==> src/rtl/fdd_pkg.sv <==
`timescale 1ns / 1ps
// fdd_pkg.sv: shared constants, codes and controller/datapath interface types.
package fdd_pkg;

    // Sample and arithmetic widths
    localparam int SAMPLE_WIDTH = 16;
    localparam int WIN_DEPTH    = 8;
    localparam int TAP_SPAN     = 5;
    localparam int TAP_COUNT    = 2 * TAP_SPAN + 1;
    localparam int EXT_SLOTS    = 16;
    localparam int SH_W         = $clog2(EXT_SLOTS * SAMPLE_WIDTH);
    // The largest stencil has coefficient magnitudes summing to 640, below 2^10.
    localparam int NUM_W        = SAMPLE_WIDTH + 10;
    localparam int INV_W        = 16;
    localparam int OUT_W        = 32;
    localparam int P1_W         = NUM_W + INV_W;
    localparam int P2_W         = P1_W + INV_W;

    // Scaling: first derivatives divide by 512 or 256, the second by 12 * 65536,
    // taken as a shift by 2^18 followed by an exact division by three.
    localparam int SHIFT_CENTRAL = 9;
    localparam int SHIFT_FORWARD = 8;
    localparam int SHIFT_SECOND  = 18;
    localparam int Z_W           = P2_W - SHIFT_SECOND;
    localparam int DIG_W         = 16;
    localparam int DIV_STEPS     = Z_W / DIG_W + 1;
    localparam int Q_W           = DIV_STEPS * DIG_W;
    localparam int DCNT_W        = $clog2(DIV_STEPS);
    localparam int DV_W          = DIG_W + 2;
    localparam int RECIP3_SHIFT  = DIG_W + 3;
    localparam logic [DV_W-1:0] RECIP3 = DV_W'((2 ** RECIP3_SHIFT + 2) / 3);

    localparam logic [Q_W-1:0]   NEG_LIMIT = Q_W'(64'h0000_0000_8000_0000);
    localparam logic [Q_W-1:0]   POS_LIMIT = Q_W'(64'h0000_0000_7FFF_FFFF);
    localparam logic [OUT_W-1:0] OUT_MIN   = 32'h8000_0000;
    localparam logic [OUT_W-1:0] OUT_MAX   = 32'h7FFF_FFFF;

    // Counters
    localparam int              CNT_W    = 3;
    localparam logic [CNT_W-1:0] SEEN_MAX = 3'd7;

    // Modes
    localparam logic [1:0] MODE_CENTRAL = 2'd0;
    localparam logic [1:0] MODE_FORWARD = 2'd1;
    localparam logic [1:0] MODE_SECOND  = 2'd2;
    localparam logic [1:0] MODE_ALIAS   = 2'd3;

    localparam logic [CNT_W-1:0] LOOK_CENTRAL = 3'd2;
    localparam logic [CNT_W-1:0] LOOK_FORWARD = 3'd1;
    localparam logic [CNT_W-1:0] LOOK_SECOND  = 3'd5;
    localparam logic [CNT_W-1:0] MIN_CENTRAL  = 3'd3;
    localparam logic [CNT_W-1:0] MIN_FORWARD  = 3'd2;
    localparam logic [CNT_W-1:0] MIN_SECOND   = 3'd7;

    // Configuration register indexes
    localparam logic       REG_MODE  = 1'b0;
    localparam logic       REG_INV   = 1'b1;
    localparam logic [INV_W-1:0] INV_RESET = 16'd256;

    // Stencil kinds
    localparam int KIND_W = 4;
    localparam logic [KIND_W-1:0] KIND_ZERO  = 4'd0;
    localparam logic [KIND_W-1:0] KIND_C_FWD = 4'd1;
    localparam logic [KIND_W-1:0] KIND_C_BWD = 4'd2;
    localparam logic [KIND_W-1:0] KIND_C_CEN = 4'd3;
    localparam logic [KIND_W-1:0] KIND_F_FWD = 4'd4;
    localparam logic [KIND_W-1:0] KIND_F_BWD = 4'd5;
    localparam logic [KIND_W-1:0] KIND_S_FWD = 4'd6;
    localparam logic [KIND_W-1:0] KIND_S_BWD = 4'd7;
    localparam logic [KIND_W-1:0] KIND_S_CEN = 4'd8;

    // Datapath operations
    localparam int OP_W = 3;
    localparam logic [OP_W-1:0] OP_NONE  = 3'd0;
    localparam logic [OP_W-1:0] OP_LOAD  = 3'd1;
    localparam logic [OP_W-1:0] OP_MUL1  = 3'd2;
    localparam logic [OP_W-1:0] OP_MUL2  = 3'd3;
    localparam logic [OP_W-1:0] OP_SCALE = 3'd4;
    localparam logic [OP_W-1:0] OP_DIV   = 3'd5;
    localparam logic [OP_W-1:0] OP_EMIT  = 3'd6;

    typedef struct packed {
        logic              shift;
        logic              clear;
        logic [OP_W-1:0]   op;
        logic [KIND_W-1:0] kind;
        logic [CNT_W-1:0]  d;
        logic              eor;
        logic              too_short;
    } dp_cmd_t;

    typedef struct packed {
        logic [1:0] mode;
        logic       out_free;
    } dp_status_t;

endpackage

==> src/rtl/fdd_ctrl.sv <==
`timescale 1ns / 1ps
// fdd_ctrl.sv: sequencing state machine, stream counters and stencil choice.
module fdd_ctrl
    import fdd_pkg::*;
(
    input  logic       clk,
    input  logic       rst_n,
    input  logic       in_valid,
    input  logic       is_last,
    output logic       in_ready,
    input  dp_status_t status,
    output dp_cmd_t    cmd
);

    localparam logic [2:0] S_IDLE  = 3'd0;
    localparam logic [2:0] S_NUM   = 3'd1;
    localparam logic [2:0] S_MUL1  = 3'd2;
    localparam logic [2:0] S_MUL2  = 3'd3;
    localparam logic [2:0] S_SCALE = 3'd4;
    localparam logic [2:0] S_DIV   = 3'd5;
    localparam logic [2:0] S_EMIT  = 3'd6;

    logic [2:0]        state_reg, state_next;
    logic [CNT_W-1:0]  seen_reg, seen_next;
    logic [CNT_W-1:0]  pending_reg, pending_next;
    logic [CNT_W-1:0]  d_reg, d_next;
    logic              last_reg, last_next;
    logic              short_reg, short_next;
    logic [DCNT_W-1:0] dcnt_reg, dcnt_next;

    logic [CNT_W-1:0]  look;
    logic [CNT_W-1:0]  min_len;
    logic [CNT_W-1:0]  seen_inc;
    logic              known, at0, at1, end0, end1;
    logic [KIND_W-1:0] kind;

    always_comb
    begin
        look    = LOOK_SECOND;
        min_len = MIN_SECOND;
        case (status.mode)
            MODE_CENTRAL:
            begin
                look    = LOOK_CENTRAL;
                min_len = MIN_CENTRAL;
            end
            MODE_FORWARD:
            begin
                look    = LOOK_FORWARD;
                min_len = MIN_FORWARD;
            end
            default:
            begin
                look    = LOOK_SECOND;
                min_len = MIN_SECOND;
            end
        endcase
    end

    assign seen_inc = (seen_reg == SEEN_MAX) ? SEEN_MAX : seen_reg + 3'd1;

    // Stencil choice for the sample d places behind the newest one.
    always_comb
    begin
        known = (seen_reg != SEEN_MAX);
        at0   = known && (seen_reg == d_reg);
        at1   = known && (seen_reg == d_reg + 3'd1);
        end0  = last_reg && (d_reg == 3'd0);
        end1  = last_reg && (d_reg == 3'd1);
        if (short_reg)
        begin
            kind = KIND_ZERO;
        end
        else
        begin
            case (status.mode)
                MODE_CENTRAL:
                    kind = at0 ? KIND_C_FWD : (end0 ? KIND_C_BWD : KIND_C_CEN);
                MODE_FORWARD:
                    kind = end0 ? KIND_F_BWD : KIND_F_FWD;
                default:
                    kind = (at0 || at1) ? KIND_S_FWD
                         : ((end0 || end1) ? KIND_S_BWD : KIND_S_CEN);
            endcase
        end
    end

    assign in_ready = (state_reg == S_IDLE);

    always_comb
    begin
        state_next    = state_reg;
        seen_next     = seen_reg;
        pending_next  = pending_reg;
        d_next        = d_reg;
        last_next     = last_reg;
        short_next    = short_reg;
        dcnt_next     = dcnt_reg;
        cmd.shift     = 1'b0;
        cmd.clear     = 1'b0;
        cmd.op        = OP_NONE;
        cmd.kind      = kind;
        cmd.d         = d_reg;
        cmd.eor       = last_reg && (d_reg == 3'd0);
        cmd.too_short = short_reg;
        case (state_reg)
            S_IDLE:
            begin
                if (in_valid)
                begin
                    cmd.shift = 1'b1;
                    if (is_last)
                    begin
                        last_next  = 1'b1;
                        state_next = S_NUM;
                        if (({1'b0, seen_reg} + 4'd1) < {1'b0, min_len})
                        begin
                            short_next = 1'b1;
                            d_next     = 3'd0;
                        end
                        else
                        begin
                            short_next = 1'b0;
                            d_next     = pending_reg;
                        end
                    end
                    else
                    begin
                        last_next  = 1'b0;
                        short_next = 1'b0;
                        if (({1'b0, pending_reg} + 4'd1) > {1'b0, look})
                        begin
                            d_next       = look;
                            pending_next = look;
                            state_next   = S_NUM;
                        end
                        else
                        begin
                            pending_next = pending_reg + 3'd1;
                            seen_next    = seen_inc;
                        end
                    end
                end
            end
            S_NUM:
            begin
                cmd.op     = OP_LOAD;
                state_next = S_MUL1;
            end
            S_MUL1:
            begin
                cmd.op     = OP_MUL1;
                state_next = (status.mode == MODE_SECOND) ? S_MUL2 : S_SCALE;
            end
            S_MUL2:
            begin
                cmd.op     = OP_MUL2;
                state_next = S_SCALE;
            end
            S_SCALE:
            begin
                cmd.op     = OP_SCALE;
                dcnt_next  = DCNT_W'(DIV_STEPS - 1);
                state_next = (status.mode == MODE_SECOND) ? S_DIV : S_EMIT;
            end
            S_DIV:
            begin
                cmd.op = OP_DIV;
                if (dcnt_reg == '0)
                begin
                    state_next = S_EMIT;
                end
                else
                begin
                    dcnt_next = dcnt_reg - 1'b1;
                end
            end
            S_EMIT:
            begin
                if (status.out_free)
                begin
                    cmd.op = OP_EMIT;
                    if (last_reg && (d_reg != 3'd0))
                    begin
                        d_next     = d_reg - 3'd1;
                        state_next = S_NUM;
                    end
                    else if (last_reg)
                    begin
                        cmd.clear    = 1'b1;
                        seen_next    = '0;
                        pending_next = '0;
                        state_next   = S_IDLE;
                    end
                    else
                    begin
                        seen_next  = seen_inc;
                        state_next = S_IDLE;
                    end
                end
            end
            default:
            begin
                state_next = S_IDLE;
            end
        endcase
    end

    always_ff @(posedge clk or negedge rst_n)
    begin
        if (!rst_n)
        begin
            state_reg   <= S_IDLE;
            seen_reg    <= '0;
            pending_reg <= '0;
            d_reg       <= '0;
            last_reg    <= 1'b0;
            short_reg   <= 1'b0;
            dcnt_reg    <= '0;
        end
        else
        begin
            state_reg   <= state_next;
            seen_reg    <= seen_next;
            pending_reg <= pending_next;
            d_reg       <= d_next;
            last_reg    <= last_next;
            short_reg   <= short_next;
            dcnt_reg    <= dcnt_next;
        end
    end

    // Pending results never exceed the longest lookahead.
    assert property (@(posedge clk) disable iff (!rst_n)
        pending_reg <= LOOK_SECOND)
        else $error("pending count beyond the longest lookahead");

    // A result is only pushed into a free output register.
    assert property (@(posedge clk) disable iff (!rst_n)
        (cmd.op == OP_EMIT) |-> status.out_free)
        else $error("result emitted while the output register is full");

    // A closing word always starts at least one result.
    assert property (@(posedge clk) disable iff (!rst_n)
        (in_valid && in_ready && is_last) |=> (state_reg == S_NUM))
        else $error("closing word did not start a flush");

    // The final result of a stream leaves the counters cleared.
    assert property (@(posedge clk) disable iff (!rst_n)
        (state_reg == S_EMIT && status.out_free && last_reg && d_reg == 3'd0)
        |=> (seen_reg == '0 && pending_reg == '0 && state_reg == S_IDLE))
        else $error("counters not cleared at end of stream");

endmodule

==> config.mk <==
export PLATFORM = sky130hd
export DESIGN_NAME = fdd_ctrl
export DESIGN_NICKNAME = d
export VERILOG_FILES = /design/src/rtl/fdd_pkg.sv /design/src/rtl/fdd_ctrl.sv
export SDC_FILE = /design/constraint.sdc
export NUM_CORES = 1
export LEC_CHECK = 0
export BUFFER_PORTS_ARGS = -buffer_cell sky130_fd_sc_hd__buf_2
export CAP_MARGIN = 10
export CORE_UTILIZATION = 60
export CTS_CLUSTER_SIZE = 16
export DETAILED_ROUTE_END_ITERATION = 6
export PLACE_DENSITY = 0.84
export SLEW_MARGIN = 20
export SYNTH_ARGS = -nofsm -noshare
export SYNTH_HDL_FRONTEND = slang
export SYNTH_SLANG_ARGS = --single-unit
==> constraint.sdc <==
create_clock -name clk -period 5.8 [get_ports clk]
set_input_delay 1.16 -clock clk [delete_from_list [all_inputs] [get_ports clk]]
set_output_delay 1.16 -clock clk [all_outputs]
set_load 0.03 [all_outputs]
==> results of run 1 <==
==> synthesized netlist by cell type, types with 2 or more instances <==
library cell / instances
nand2_1: 18
dfrtp_1: 16
inv_1: 15
ha_1: 12
o21ai_0: 12
nor2_1: 11
nor3_1: 7
nand2b_1: 6
clkbuf_1: 5
mux2i_1: 5
nand3_1: 5
xor2_1: 5
a21oi_1: 4
a31oi_1: 4
o211ai_1: 4
and2_1: 3
and3_1: 3
mux2_2: 3
nor2b_1: 3
a21boi_0: 2
a22o_1: 2
a41oi_1: 2
buf_4: 2
nand4_1: 2
o2bb2ai_1: 2
or3_1: 2
==> final cells by class <==
type / count / area, um^2
fill: 180 / 683
tap: 28 / 35.0
clock buffer: 4 / 36.3
sequential: 16 / 400
multi-input combinational: 134 / 917
inverter: 15 / 56.3
timing repair buffer: 21 / 105
==> cell families (layout without fill, tap and decap cells) <==
logic type,count (synthesis),count (layout),synth area share (%)
compound gates,42,42,20.7
xor+xnor,6,6,3.69
fa+ha+maj,12,12,10.5
buf+inv,24,40,7.47
flops,16,16,28.1
mux,8,8,5.89
simple gates,66,66,23.6
==> metrics by stage <==
| step | hold slack (ns) | area (um^2) | std cells | total power [W] | utilization [%] |
|---|---|---|---|---|---|
| after floorplan | 0.473 | 1420 | 174 | 0.000742 | - |
| after global placement | 0.490 | 1510 | 214 | 0.000855 | 67.8 |
| after detailed placement | 0.505 | 1510 | 214 | 0.000883 | 67.8 |
| after CTS | 0.532 | 1550 | 218 | 0.000962 | 69.4 |
| after global routing | 0.575 | 1550 | 218 | 0.00105 | 69.4 |
| final | 0.523 | 1550 | 218 | 0.000969 | 69.4 |
==> layer usage <==
metal	GRT usage (%)	up-vias
li1	-	655
met1	34.3	624
met2	50.0	42
met3	3.94	12
met4	11.1	0
met5	0	-
==> final timing paths <==
kind                                start     endpoint  slack (ns)  cells after the start
max                           seen_reg[0]       cmd[5]        2.23                      7
max in group asynchronous           rst_n  dcnt_reg[1]        4.78                      1
min                           dcnt_reg[0]  dcnt_reg[0]        0.52                      1
max reg2reg                pending_reg[0]  seen_reg[0]        3.33                      8
min reg2reg                   dcnt_reg[0]  dcnt_reg[0]        0.52                      1
min in group asynchronous           rst_n     d_reg[2]        0.75                      1
==> critical path, cell delays in order, from the launching register on <==
cell	delay, ns
dfrtp_1	0.46
ha_1	0.25
ha_1	0.24
nor4_1	0.38
nor2_1	0.10
mux2_2	0.27
o31ai_1	0.18
buf_2	0.23
==> report_power, final <==
part	total, W	internal (W)	leakage (nW)	switching, W
clock network	0.0000793	0.0000384	0.0210	0.0000408
registers	0.000257	0.000162	0.195	0.0000954
logic	0.000633	0.000247	0.539	0.000386
==> results.md, run 1 <==
- Run status: complete, no violations
- Die H: between 50 and 60 um
- Clock latency on the worst-skew pair: 0.31 ns
- Top layer used by detailed routing: met4
- Synth Instances: 174
- Layout cells sized above 1: 16.8%
- Syn avg cell area: approximately 8.2 um^2
- Worst-path clk slew: about 0.1 ns
- Initial core utilization: 63.8%
- Clock sink count: 16
- Routed met2 length: about 1600 um
- DR pass1 iterations: 7
- Die Wd: between 50 and 60 um
- Global Route Usage Sum: approximately 28%
- Ant diodes: 0
- Antenna violations before repair: 0
- Post-synth EDFFs: 0
- FF+latch count, synth: 16
- Type of the worst setup path: flip-flop to output pin
- Net total in the final layout: between 200 and 250
- Ranking of synthesized cells by area: dfrtp_1 (28%), ha_1 (11%), nand2_1 (4.7%)
- Placeable Area: between 2000 and 2500 um^2
- Netlist cell types: between 40 and 50
- Die area: approximately 2600 um^2
- Cell row count: 17
- Met1 WL: roughly 1400 um
- Share of the synthesized area in the top cell type: between 20 and 30%
- First-pass GRT wire length: between 5000 and 6000 um
- Gr ovfl total: 0
- FMAX: between 200 and 300 MHz
- Mapped Nets: about 190
- Worst VDD drop: 0.000410 V
- Crit path DAT: between 2 and 2.5 ns
- Mapped Area: about 1400 um^2
- Vias/cell: 6.11
- Met3 WL post-DR: ~160 um
- LEAKAGE: around 0.76 nW
- Initial DRC count: between 70 and 80
- Root Driver: clkbuf_4
- Final min period: approximately 3.6 ns
- Final worst path period share: 61.6%
- Vias in the first global route: roughly 1.3k
- Dpl hpwl: roughly 2500 um
- Most frequent cells in the layout: buf_2 (21), nand2_1 (18), dfrtp_1 (16), inv_1 (15)
- Total wire length: approximately 3300 um
- Worst-margin pin slew: 0.664 ns
- Largest net degree at the start of global routing: 19
- Final setup margin: between 2 and 2.5 ns
- WL/cell: about 15 um
- Vias: about 1.3k
- Ys async rst share: 100%
- DRT antenna net count: 0
- Max transition margin: a little under three fifths
- Area leader, netlist: dfrtp_1
- H-tree Lvls: 1
- Worst slack at placement: between 2 and 2.5 ns
- Num ports: 22
- Post-Route Skew: roughly 0.0036 ns
- # resized after CTS: 0
- Dominant synthesized flop cell: dfrtp_1
- Port Buffers: 21
- Slew Limit Fails: 0
- Max Cap Viol: 0
- Hold Fails Final Rpt: 0
- Hold Crit Class: flip-flop to flip-flop
- Final setup viols: 0
- RSZ-0062 raised after global routing: false
- CTS Hold Buffers Added: 0
- Power Density: about 620 nW/um^2
- Commonest non-fill, non-tap cell in the layout: buf_2
- Gpl congestion: 0.902
- Synth Warn #: 0
- Max FO, Critical Path: 5
- Clock buffer depth: 2
- Final TNS setup: 0 ns
- CP Capture Type: output pin
- CTS buffer count: 3
- Sequential fraction of the synthesis area: 28.1%
- CTS tree: done
- Post-CTS Setup Inserts: 0
- Area Overhead vs Synth: 8.88%
- Startpoint type of the worst setup path: flip-flop
- Residual DRC: 0
- WP data required: 4.64 ns
Power figures use the tool's default switching activity.
==> inputs of run 2 (changes only) <==
--- a/config.mk
+++ b/config.mk
@@ -5,12 +5,13 @@
 export SDC_FILE = /design/constraint.sdc
 export NUM_CORES = 1
 export LEC_CHECK = 0
+export ABC_AREA = 1
 export BUFFER_PORTS_ARGS = -buffer_cell sky130_fd_sc_hd__buf_2
 export CAP_MARGIN = 10
-export CORE_UTILIZATION = 60
+export CORE_UTILIZATION = 57
 export CTS_CLUSTER_SIZE = 16
 export DETAILED_ROUTE_END_ITERATION = 6
-export PLACE_DENSITY = 0.84
+export PLACE_DENSITY = 0.8
 export SLEW_MARGIN = 20
 export SYNTH_ARGS = -nofsm -noshare
 export SYNTH_HDL_FRONTEND = slang
==> constraint.sdc (replaced) <==
create_clock -name clk -period 3.6 [get_ports clk]
set_input_delay 0.72 -clock clk [delete_from_list [all_inputs] [get_ports clk]]
set_output_delay 0.72 -clock clk [all_outputs]
set_load 0.03 [all_outputs]
==> run 2 against run 1 <==
  * Worst hold slack got worse by 0.18 ns
  * Largest cell class unchanged
  * Setup slack lost 1.5 ns
  * First-iteration DRC count fell by 1.4%
  * Wire length up 5.9%
  * Critical path type unchanged
  * Critical endpoint unchanged
  * Cell count rose by 25%
==> results.md, run 2 <==
- Slew Limit Fails: 0
- Antenna violations before repair: 0
- Crit path top cell by count: inv_1
- FF+latch count, synth: 16
- LEAKAGE: ~0.93 nW
- Share of the synthesized area in the top cell type: about a quarter
- Worst VDD drop: between 0.0007 and 0.0008 V
- Synth Instances: 220
- Post-synthesis compound-gate area fraction: under 10%
- Die Wd: around 53 um
- FMAX: approximately 340 MHz
- Area Overhead vs Synth: 10.0%
- Post-Route Skew: between 0.006 and 0.007 ns
- Most frequent cells in the layout: nand2_1 (61), inv_1 (28), nand3_1 (22), buf_2 (21), nor2_1 (20)
- Hold Fails Final Rpt: 0
- Die area: ~2800 um^2
- Most frequent cell after synthesis: nand2_1
- Final setup margin: 0.698 ns
- Startpoint type of the worst setup path: flip-flop
- Residual DRC: 0
- RSZ-0062 raised after global routing: false
- Clock latency on the worst-skew pair: 0.29 ns
- Max Cap Viol: 0
- Gr ovfl total: 0
- CTS Hold Buffers Added: 0
- Run status: complete, no violations
- Critical path depth: 9
- Vias in the first global route: ~1.3k
- CTS buffer count: 3
- Area leader, netlist: dfrtp_1
- Final core utilization: around two thirds
- Type of the worst setup path: flip-flop to output pin
- Cell row count: 18
- Area post-placement: between 1500 and 2000 um^2
- Netlist cell types: 31
- Final min period: roughly 2.9 ns
- Dominant synthesized flop cell: dfrtp_1
- WP buf/inv: 4
- CTS tree: done
- Sequential fraction of the synthesis area: between 20% and 30%
- Initial DRC count: a little over 70
- Vias: 1462
- Design area: roughly 1600 um^2
- Post-CTS Setup Inserts: 0
- Vias/cell: 5.38
- Clock sink count: 16
- Worst slack at placement: 1.05 ns
- Crit path DAT: between 2 and 2.5 ns
- Hold Crit Class: input port to async pin
- Mapped Area: about 1500 um^2
- Adder-cell share of the synthesized area: between 10% and 20%
- Ant diodes: 0
- Post-synth EDFFs: 0
- Largest family of logic cells by synthesized area: simple AND/OR/NAND/NOR gates
- Final setup viols: 0
- CP cell instances: inv_1 > ha_1 > inv_1 > nor2_1 > inv_1 > a31oi_1 > nand2_1 > a21oi_1 > buf_2
- Commonest non-fill, non-tap cell in the layout: nand2_1
- Fin Hold WS: around 0.34 ns
- Root Driver: clkbuf_4
- Crit path largest cell delay: roughly 0.48 ns
- Worst-path clk slew: 0.10 ns
- Global Route Usage Sum: 28.1%
- Gpl congestion: roughly 0.85
- Max transition margin: roughly 73%
- Largest net degree at the start of global routing: 17
- Mapped Nets: 239
- Dpl hpwl: roughly 2800 um
- DR pass1 iterations: 5
- First-pass GRT wire length: 5690 um
- Initial core utilization: roughly three fifths
- Worst-margin pin slew: approximately 0.40 ns
- CP Capture Type: output pin
- Synth Warn #: 0
- Max FO, Critical Path: 6
- Num ports: 22
- CP max stage cell: dfrtp_1
- Ys async rst share: 100%
- Placeable Area: 2480 um^2
- Syn avg cell area: between 6 and 7 um^2
- Final TNS setup: 0 ns
- H-tree Lvls: 1
- WL/cell: roughly 13 um
- Die H: about 53 um
- DRT antenna net count: 0
- Mux cell area share after synthesis: 0%
- Port Buffers: 21
- # resized after CTS: 0
- Clock buffer depth: 2
- R2R depth: 12
- Total wire length: between 3000 and 4000 um
- Most common library cells after synthesis: nand2_1 (61), inv_1 (28), nand3_1 (22)
- Top Family by Delay on Critical Path: buffers and inverters
- Net total in the final layout: roughly 260
- Ranking of synthesized cells by area: dfrtp_1 (27%), nand2_1 (15%), ha_1 (10%)
- Simple logic cell fraction of the synthesized area: around 42%
- Power Density: between 900 and 1000 nW/um^2
- Final worst path period share: roughly four fifths
- XOR/XNOR Fraction of Synth Area: ~2.3%
- WP data required: 2.88 ns
- Layout cells sized above 1: 21.9%
==> run 2: changes by cell type in the layout (fill, tap and decap cells not counted), moves of 4 or more <==
cell | previous run | this run
nor3_1 | 7 | 2
nand2b_1 | 6 | 0
nand2_1 | 18 | 61
inv_2 | 0 | 4
inv_1 | 15 | 28
nor2_1 | 11 | 20
nand3_1 | 5 | 22
mux2i_1 | 5 | 0
o211ai_1 | 4 | 0
nor2_2 | 0 | 4
o21ai_0 | 12 | 7
nand2_2 | 1 | 10
==> run 2: cell families after synthesis <==
group                      Yosys count
AOI/OAI and AO/OA                   23
xor gates and xnor gates             4
adders and majority gates           12
buffers and inverters               34
DFF                                 16
and+or+nand+nor                    131
==> run 2: layout make-up <==
type	count	area [um^2]
Clock buffer	3	22.5
Fill cell	231	830
Inverter	32	120
Multi-Input combinational cell	170	962
Sequential cell	16	400
Tap cell	30	37.5
Timing Repair Buffer	21	105
==> run 2: through the flow <==
step,cells,power [W]
final,272,0.00162
after global routing,272,0.00180
after CTS,272,0.00162
after detailed placement,269,0.00152
after global placement,269,0.00150
after floorplan,220,0.00127
==> run 2: path summary, 6_finish.rpt <==
| check | start | to | slack, ns |
|---|---|---|---|
| max | d_reg[0] | cmd[5] | 0.70 |
| min | rst_n | state_reg[0] | 0.34 |
| max reg2reg | pending_reg[0] | state_reg[2] | 1.52 |
| min reg2reg | dcnt_reg[0] | dcnt_reg[0] | 0.54 |
| max in group asynchronous | rst_n | last_reg | 2.97 |
| min in group clk | dcnt_reg[0] | dcnt_reg[0] | 0.54 |
==> run 2: metal layers <==
metal  track usage (%)  wire (um)  vias to the layer above
met4              11.0         52                        0
met1              36.7       1570                      645
li1                  -          -                      749
met5                 0          0                        -
met2              46.3       1630                       62
met3              3.74        200                        6
==> run 2: report_power, final <==
part | total (W) | internal, W | switching (W)
Sequential | 0.000372 | 0.000261 | 0.000111
Clock | 0.0000950 | 0.0000389 | 0.0000562
Combinational | 0.00115 | 0.000383 | 0.000769
Total | 0.00162 | 0.000682 | 0.000936
